**src/hdl/skss_pkg.sv**
```systemverilog
`default_nettype none
// ----------------------------------------------------------------------------
// skss_pkg
// Shared types and constants for the sorted keyed stack store: request and
// response payloads, response kind codes and default sizes.
// ----------------------------------------------------------------------------
package skss_pkg;

  localparam int KEY_W   = 16;
  localparam int COLOR_W = 8;

  localparam int MAX_COLUMNS_DEF  = 16;
  localparam int POOL_ENTRIES_DEF = 64;

  // Command carried by a request.
  typedef enum logic {
    CMD_PUSH = 1'b0,
    CMD_READ = 1'b1
  } cmd_t;

  // Kind of a response.
  typedef enum logic [1:0] {
    KIND_PUSH_OK   = 2'd0,
    KIND_PUSH_FULL = 2'd1,
    KIND_ENTRY     = 2'd2,
    KIND_EMPTY     = 2'd3
  } kind_t;

  typedef struct packed {
    cmd_t               cmd;
    logic [KEY_W-1:0]   column;
    logic [COLOR_W-1:0] color;
  } req_t;

  typedef struct packed {
    kind_t              kind;
    logic [KEY_W-1:0]   out_column;
    logic [COLOR_W-1:0] out_color;
    logic               first_in_column;
    logic               last_of_dump;
  } rsp_t;

endpackage
`default_nettype wire

```
**src/hdl/skss_ifs.sv**
```systemverilog
`default_nettype none
// ----------------------------------------------------------------------------
// skss_ifs
// Valid/ready channels for requests into and responses out of the store.
// ----------------------------------------------------------------------------
interface skss_req_if;
  import skss_pkg::*;

  logic valid;
  logic ready;
  req_t payload;

  modport source (output valid, output payload, input ready);
  modport sink   (input valid, input payload, output ready);
endinterface

interface skss_rsp_if;
  import skss_pkg::*;

  logic valid;
  logic ready;
  rsp_t payload;

  modport source (output valid, output payload, input ready);
  modport sink   (input valid, input payload, output ready);
endinterface
`default_nettype wire

```
**src/hdl/sorted_keyed_stack_store_top.sv**
```systemverilog
`default_nettype none
// A request's keys are compared and its pool memory read at the accepting
// edge; its response is formed in the push or read state and loaded into the
// output register once that register is free of a stalled receiver. The
// input is held off while a request is in flight, so a new request is taken
// only once the last response is loaded. Reset clears the column and pool
// counts and the dump cursor at once; no clearing pass.
// ----------------------------------------------------------------------------
// sorted_keyed_stack_store_top
// Keeps one stack of colours per column key, keys sorted in ascending order
// in a row of compare cells, entries in a linked pool memory. Read requests
// walk the store column by column, newest entry first, and clear it at end.
// ----------------------------------------------------------------------------
module sorted_keyed_stack_store_top #(
  parameter int MAX_COLUMNS  = skss_pkg::MAX_COLUMNS_DEF,
  parameter int POOL_ENTRIES = skss_pkg::POOL_ENTRIES_DEF
) (
  input  wire logic   clk,
  input  wire logic   rst,
  skss_req_if.sink    req,
  skss_rsp_if.source  rsp
);
  import skss_pkg::*;

  localparam int SIW = (MAX_COLUMNS > 1) ? $clog2(MAX_COLUMNS) : 1;
  localparam int CCW = $clog2(MAX_COLUMNS + 1);
  localparam int PIW = (POOL_ENTRIES > 1) ? $clog2(POOL_ENTRIES) : 1;
  localparam int PCW = $clog2(POOL_ENTRIES + 1);
  localparam int MW  = 1 + PIW + COLOR_W;

  typedef enum logic [2:0] {
    ST_IDLE = 3'b001,
    ST_PUSH = 3'b010,
    ST_READ = 3'b100
  } state_t;

  typedef struct packed {
    logic               last;
    logic [PIW-1:0]     link;
    logic [COLOR_W-1:0] color;
  } pool_word_t;

  state_t state;

  // Column cells and counters.
  logic [KEY_W-1:0] keys  [MAX_COLUMNS];
  logic [PIW-1:0]   heads [MAX_COLUMNS];
  logic [CCW-1:0]   columns_used;
  logic [PCW-1:0]   pool_used;
  logic [SIW-1:0]   read_slot;
  logic [PIW-1:0]   read_entry;
  logic             read_started;

  // Pool memory.
  pool_word_t       pool_mem [POOL_ENTRIES];
  pool_word_t       pool_rd;
  logic             mem_we;
  logic             mem_re;
  logic [PIW-1:0]   mem_waddr;
  logic [PIW-1:0]   mem_raddr;
  pool_word_t       mem_wdata;

  // Request registers.
  logic [KEY_W-1:0]       key_q;
  logic [COLOR_W-1:0]     color_q;
  logic [MAX_COLUMNS-1:0] lt_q;
  logic                   found_q;
  logic [SIW-1:0]         slot_q;
  logic                   first_q;
  logic                   empty_q;

  rsp_t out_q;
  logic out_valid;

  logic             accept;
  logic             commit;
  logic [MAX_COLUMNS-1:0] lt_vec;
  logic [MAX_COLUMNS-1:0] eq_vec;
  logic [SIW-1:0]   pos;
  logic             refuse;
  logic             push_do;
  logic             wrap;
  logic [SIW-1:0]   slot_sel;
  logic [SIW-1:0]   hd_addr;
  logic [PIW-1:0]   heads_rd;
  logic [CCW:0]     slot_inc;
  logic             dump_last;
  rsp_t             rsp_next;

  assign accept    = req.valid && req.ready;
  assign req.ready = (state == ST_IDLE);
  assign commit    = (state != ST_IDLE) && (!out_valid || rsp.ready);

  assign rsp.valid   = out_valid;
  assign rsp.payload = out_q;

  // Parallel compare of the incoming key against every occupied cell.
  always_comb begin
    for (int i = 0; i < MAX_COLUMNS; i++) begin
      lt_vec[i] = (CCW'(i) < columns_used) && (keys[i] < req.payload.column);
      eq_vec[i] = (CCW'(i) < columns_used) && (keys[i] == req.payload.column);
    end
  end

  // Insert position: the keys below the new one form a run from slot zero.
  always_comb begin
    pos = '0;
    for (int i = 0; i < MAX_COLUMNS; i++) begin
      if (lt_q[i]) begin
        pos = SIW'(i + 1);
      end
    end
  end

  assign refuse  = (pool_used == PCW'(POOL_ENTRIES)) ||
                   (!found_q && (columns_used == CCW'(MAX_COLUMNS)));
  assign push_do = commit && (state == ST_PUSH) && !refuse;

  // Dump cursor as seen by a new read request.
  assign wrap     = ({1'b0, read_slot} >= (SIW + 1)'(columns_used));
  assign slot_sel = wrap ? '0 : read_slot;
  assign hd_addr  = (state == ST_PUSH) ? pos : slot_sel;
  assign heads_rd = heads[hd_addr];

  // Pool memory accesses.
  assign mem_re    = accept && (req.payload.cmd == CMD_READ);
  assign mem_raddr = (read_started && !wrap) ? read_entry : heads_rd;
  assign mem_we    = push_do;
  assign mem_waddr = pool_used[PIW-1:0];
  always_comb begin
    mem_wdata.last  = !found_q;
    mem_wdata.link  = heads_rd;
    mem_wdata.color = color_q;
  end

  always_ff @(posedge clk) begin
    if (mem_we) begin
      pool_mem[mem_waddr] <= mem_wdata;
    end
    if (mem_re) begin
      pool_rd <= pool_mem[mem_raddr];
    end
  end

  // Response formation.
  assign slot_inc  = {1'b0, CCW'(slot_q)} + (CCW + 1)'(1);
  assign dump_last = pool_rd.last && (slot_inc >= {1'b0, columns_used});

  always_comb begin
    rsp_next = '0;
    if (state == ST_PUSH) begin
      rsp_next.kind = refuse ? KIND_PUSH_FULL : KIND_PUSH_OK;
    end else if (empty_q) begin
      rsp_next.kind = KIND_EMPTY;
    end else begin
      rsp_next.kind            = KIND_ENTRY;
      rsp_next.out_column      = keys[slot_q];
      rsp_next.out_color       = pool_rd.color;
      rsp_next.first_in_column = first_q;
      rsp_next.last_of_dump    = dump_last;
    end
  end

  // Request capture.
  always_ff @(posedge clk) begin
    if (accept) begin
      key_q   <= req.payload.column;
      color_q <= req.payload.color;
      lt_q    <= lt_vec;
      found_q <= |eq_vec;
      slot_q  <= slot_sel;
      first_q <= !(read_started && !wrap);
      empty_q <= (columns_used == '0);
    end
  end

  // Sequencer.
  always_ff @(posedge clk) begin
    if (rst) begin
      state <= ST_IDLE;
    end else begin
      unique case (state)
        ST_IDLE: begin
          if (accept) begin
            state <= (req.payload.cmd == CMD_PUSH) ? ST_PUSH : ST_READ;
          end
        end
        ST_PUSH, ST_READ: begin
          if (commit) begin
            state <= ST_IDLE;
          end
        end
        default: state <= ST_IDLE;
      endcase
    end
  end

  // Output register.
  always_ff @(posedge clk) begin
    if (rst) begin
      out_valid <= 1'b0;
    end else if (commit) begin
      out_valid <= 1'b1;
    end else if (rsp.ready) begin
      out_valid <= 1'b0;
    end
  end

  always_ff @(posedge clk) begin
    if (commit) begin
      out_q <= rsp_next;
    end
  end

  // Counters and dump cursor.
  always_ff @(posedge clk) begin
    if (rst) begin
      columns_used <= '0;
      pool_used    <= '0;
      read_slot    <= '0;
      read_entry   <= '0;
      read_started <= 1'b0;
    end else if (push_do) begin
      if (!found_q) begin
        columns_used <= columns_used + CCW'(1);
      end
      pool_used    <= pool_used + PCW'(1);
      read_slot    <= '0;
      read_entry   <= '0;
      read_started <= 1'b0;
    end else if (commit && (state == ST_READ) && !empty_q) begin
      if (pool_rd.last) begin
        read_started <= 1'b0;
        read_entry   <= '0;
        if (dump_last) begin
          columns_used <= '0;
          pool_used    <= '0;
          read_slot    <= '0;
        end else begin
          read_slot <= SIW'(slot_inc);
        end
      end else begin
        read_slot    <= slot_q;
        read_entry   <= pool_rd.link;
        read_started <= 1'b1;
      end
    end
  end

  // Column cells: shift up above the insert point, or renew the head.
  for (genvar g = 0; g < MAX_COLUMNS; g++) begin : g_cell
    always_ff @(posedge clk) begin
      if (push_do) begin
        if (SIW'(g) == pos) begin
          keys[g]  <= key_q;
          heads[g] <= pool_used[PIW-1:0];
        end else if (!found_q && (SIW'(g) > pos)) begin
          if (g > 0) begin
            keys[g]  <= keys[(g > 0) ? g - 1 : 0];
            heads[g] <= heads[(g > 0) ? g - 1 : 0];
          end
        end
      end
    end
  end

endmodule
`default_nettype wire

```
**src/flat_wrapper.sv**
```systemverilog
// flat-port wrapper written by rule: the top's interface ports become plain ports
module sorted_keyed_stack_store_top_flat import skss_pkg::*;
#(
  parameter int MAX_COLUMNS  = skss_pkg::MAX_COLUMNS_DEF,
  parameter int POOL_ENTRIES = skss_pkg::POOL_ENTRIES_DEF
)
  (clk, rst, req_valid, req_payload, req_ready, rsp_valid, rsp_payload, rsp_ready);
  skss_req_if req_i ();
  skss_rsp_if rsp_i ();
  input  wire logic clk;
  input  wire logic rst;
  input wire logic [$bits(req_i.valid)-1:0] req_valid;
  input wire logic [$bits(req_i.payload)-1:0] req_payload;
  output wire logic [$bits(req_i.ready)-1:0] req_ready;
  output wire logic [$bits(rsp_i.valid)-1:0] rsp_valid;
  output wire logic [$bits(rsp_i.payload)-1:0] rsp_payload;
  input wire logic [$bits(rsp_i.ready)-1:0] rsp_ready;
  assign req_i.valid = req_valid;
  assign req_i.payload = req_payload;
  assign req_ready = req_i.ready;
  assign rsp_valid = rsp_i.valid;
  assign rsp_payload = rsp_i.payload;
  assign rsp_i.ready = rsp_ready;
  sorted_keyed_stack_store_top #(.MAX_COLUMNS(MAX_COLUMNS), .POOL_ENTRIES(POOL_ENTRIES)) u_core (.clk(clk), .rst(rst), .req(req_i), .rsp(rsp_i));
endmodule
```
**config.mk**
```make
export PLATFORM = sky130hd
export DESIGN_NAME = sorted_keyed_stack_store_top_flat
export DESIGN_NICKNAME = d
export VERILOG_FILES = /design/src/hdl/skss_pkg.sv /design/src/hdl/skss_ifs.sv /design/src/hdl/sorted_keyed_stack_store_top.sv /design/src/flat_wrapper.sv
export SDC_FILE = /design/constraint.sdc
export NUM_CORES = 2
export LEC_CHECK = 0
export ABC_CLOCK_PERIOD_IN_PS = 7490
export BUFFER_PORTS_ARGS = -buffer_cell sky130_fd_sc_hd__buf_2
export CELL_PAD_IN_SITES_DETAIL_PLACEMENT = 1
export CELL_PAD_IN_SITES_GLOBAL_PLACEMENT = 1
export CORE_AREA = 4 4 370 372
export CTS_CLUSTER_SIZE = 28
export DETAILED_ROUTE_END_ITERATION = 12
export DIE_AREA = 0 0 374 376
export HOLD_SLACK_MARGIN = 0.15
export PLACE_DENSITY_LB_ADDON = 0.2
export SLEW_MARGIN = 0
export SYNTH_ARGS = -nofsm -noshare
export SYNTH_HDL_FRONTEND = slang
export SYNTH_SLANG_ARGS = --single-unit
```
**constraint.sdc**
```tcl
create_clock -name clk -period 7.49 [get_ports clk]
set_input_delay 0.749 -clock clk [delete_from_list [all_inputs] [get_ports clk]]
set_output_delay 0.749 -clock clk [all_outputs]
set_load 0.02 [all_outputs]
```
==> reports/metrics.cfg <==
[status]
status = completed

[pwr]
p_leak_nw = 26.0
vdd_drop_max_uv = 227
power_density_mw_per_mm2 = 230

[critical_path]
path_class = reg -> reg
crit_arrival_ns = 7.09
cp-start-kind = register
required_ns = 8.00
slowest_stage = and3_1
cp_cell_sequence = inv_1 -> ha_1 -> a21oi_1 -> o21ai_1 -> nand3_1 -> and3_1 -> clkinv_1 -> a31oi_4 -> buf_12 -> buf_12 -> mux2i_1 -> o2111ai_1 -> and4_1 -> o211ai_1
slowest_delay_ns = 0.97
worstPathMaxFanout = 134
endpoint_kind = register
timing.rr.start = u_core.columns_used[2]
startpoint = u_core.columns_used[2]
crit_top_cell = buf_12

[sta]
setup_tns_ns = 0
rsz0062_at_grt = false
slew_viol_final = 0
hold_slack_ns = 0.195
fin_crit_sh = 0.878
fin_skew_ns = 0.0502
min_period_ns = 6.58
max_freq_ghz = 0.152
worst_slew_pin_slew_ns = 1.38
maxSlewHeadroom = 0.0803
hold_viol = 0
setup_viol = 0

[floorplanning]
io_pins = 59
die-area_mm2 = 0.141
initial_core_util = 0.498
die_w_um = 374
core-area_mm2 = 0.133
die_h_um = 376
rows = 134

[drt]
drt-pass1-iter-count = 5
viasPerCell = 6.54
drt_iter0_markers = 4967
wl_per_cell_um = 32.4
post-route-drc-count = 0
vias = 44800
drtAntennaViolNets = 0
routed_wl_mm = 222

[final_layout]
drive_gt1_frac = 0.179
fin_cells = 6849
fin_nets = 5257
fillers = 12800
syn2layout_area_growth_pct = 12.2

[synthesis]
synthesis.nets = 5130
ys_warn_count = 0
synthFlopType = edfxtp_1
syn_inst = 4831
synthArstFlopShare = 0
syn-mean-instance-area_um2 = 13.7
synth-edff-count = 1402
synthesis.area_mm2 = 0.0664
synth_cell_type_count = 94
ys_seq_area_frac = 0.642
synth_seq_cells = 1429

[clock_tree]
cts_htree_levels = 4
clock_latency_ns = 0.81
cts_tree = done
path_clk_slew_ns = 0.06
cts_setup_buffers = 0
cts-resized-gates = 0
hold_buffers = 22
clock_sinks = 1429
clk_path_buf_depth = 3
cts-root-buf = clkbuf_16
cts_buffers = 154

[min_path]
hold_path.class = in -> reg
min_from = req_payload[23]

[grt]
grtUsageTotal = 0.311
grt_pass1_wl_mm = 322
grt_pass1_vias = 46500
grt-ovfl-total = 0
grt_max_degree = 147
antenna_found_initial = 11

[placement]
gp_congestion = 0.930
hpwl_mm = 141
port_buffers = 58
dp.cells = 6548

[job]
maxCapViolCount = 0

state kept, by name, summed over array words and instances, names as in the netlist, 5 cells and up:
signal / count
u_core.heads: 96
u_core.pool_rd: 15
u_core.color_q: 8
u_core.pool_mem: 960
u_core.lt_q: 16
u_core.rsp.payload: 28
u_core.columns_used: 5
u_core.pool_used: 7
u_core.keys: 256
u_core.read_entry: 6
u_core.key_q: 16
per-layer routing:
metal	up-vias	track usage	part of all wire
li1	18900	-	-
met1	23200	0.406	0.39
met2	2163	0.514	0.48
met3	493	0.0483	0.077
met4	10	0.146	0.051
met5	-	0	0.00032
layout make-up:
type / instances / area, um^2 / share of cell area
antenna: 1 / 2.50 / 0.0000336
clock buffer: 185 / 4020 / 0.0540
clock inverter: 93 / 908 / 0.0122
inverter: 57 / 214 / 0.00287
multi-input combinational: 3055 / 22500 / 0.302
sequential: 1429 / 42600 / 0.572
tap: 1768 / 2210 / 0.0297
timing repair buffer: 261 / 1990 / 0.0268
final timing paths:
check | to | slack [ns] | cells past startpoint
worst max register to register | u_core.pool_rd[0] | 0.91 | 14
worst min register to register | u_core.pool_used[6] | 0.50 | 2
worst min-delay path | u_core.key_q[15] | 0.19 | 1
worst max-delay path | u_core.pool_rd[0] | 0.91 | 14
cells in the final DEF, fill, tap and decap left out, drive strengths merged, types with 15 or more instances in the layout:
cell type	Yosys	routed
a211oi	18	18
a21o	29	29
a21oi	362	362
a22o	101	101
a22oi	42	42
a31oi	19	19
a32oi	31	31
and2	39	39
and3	16	16
buf	130	239
clkbuf	160	185
clkinv	2	77
dfxtp	27	27
dlygate4sd3	0	22
edfxtp	1402	1402
ha	270	270
inv	55	61
mux2	290	290
mux2i	127	127
mux4	80	80
nand2	700	700
nand2b	47	47
nand3	157	157
nand4	94	94
nor2	145	145
nor2b	67	67
nor3	23	23
nor4	24	24
o2111ai	32	32
o211ai	26	26
o21a	15	15
o21ai	112	112
o22ai	46	46
o2bb2ai	16	16
worst max-delay path: cells and delay by family, from the launching register on:
kind	cells	cell delay [ns]
DFF	1	0.53
and+or+nand+nor	3	1.51
adders and majority gates	1	0.34
muxes	1	0.23
AOI/OAI and AO/OA	5	1.61
buffers and inverters	4	1.83
cell families (layout without fill, tap and decap cells):
family                     after synthesis  after routing  synth area share
adders and majority gates              270            270            0.0509
xor gates and xnor gates                 8              8           0.00106
buffers and inverters                  347            596            0.0228
muxes                                  497            497            0.0955
other                                    0              1                 0
DFF                                   1429           1429             0.642
and+or+nand+nor                       1363           1363            0.0956
AOI/OAI and AO/OA                      917            917            0.0920
synthesized netlist by cell type, types with 17 or more instances:
library cell	n	area share
and2_1	38	0.0036
a21oi_1	359	0.027
a32oi_1	31	0.0041
clkbuf_1	159	0.0090
a21o_1	28	0.0032
inv_1	53	0.0030
o211ai_1	18	0.0020
nor2_1	142	0.0080
nand3_1	156	0.012
a31oi_1	18	0.0017
buf_2	74	0.0056
nand2_1	699	0.040
nor2b_1	67	0.0063
buf_1	38	0.0021
nor4_1	21	0.0020
dfxtp_1	27	0.0081
a211oi_1	17	0.0019
edfxtp_1	1402	0.63
ha_1	270	0.051
nand4_1	93	0.0088
a22oi_1	41	0.0046
a22o_1	100	0.013
o21ai_0	106	0.0080
nor3_1	22	0.0017
o2111ai_1	31	0.0041
o22ai_1	46	0.0043
nand2b_1	47	0.0044
mux2_2	286	0.049
mux2i_1	127	0.019
mux4_2	80	0.027
metrics by stage:
step                      utilization  setup slack [ns]  area, um^2  total power, mW
after detailed placement        0.520              1.10       69400             9.79
final                           0.559             0.910       74500             17.2
after global placement          0.520              1.13       69400             9.76
after global routing            0.559             0.624       74500             17.7
after CTS                       0.559              1.06       74500             17.2
after floorplan                     -              2.02       66400             9.47
power by group:
part	leakage, nW	total (mW)	switching [mW]	internal [mW]
sequential	13.1	8.87	0.0637	8.81
combinational	10.6	0.773	0.500	0.273
clock	2.41	7.52	3.28	4.24
(Power assumes the default switching activity.)
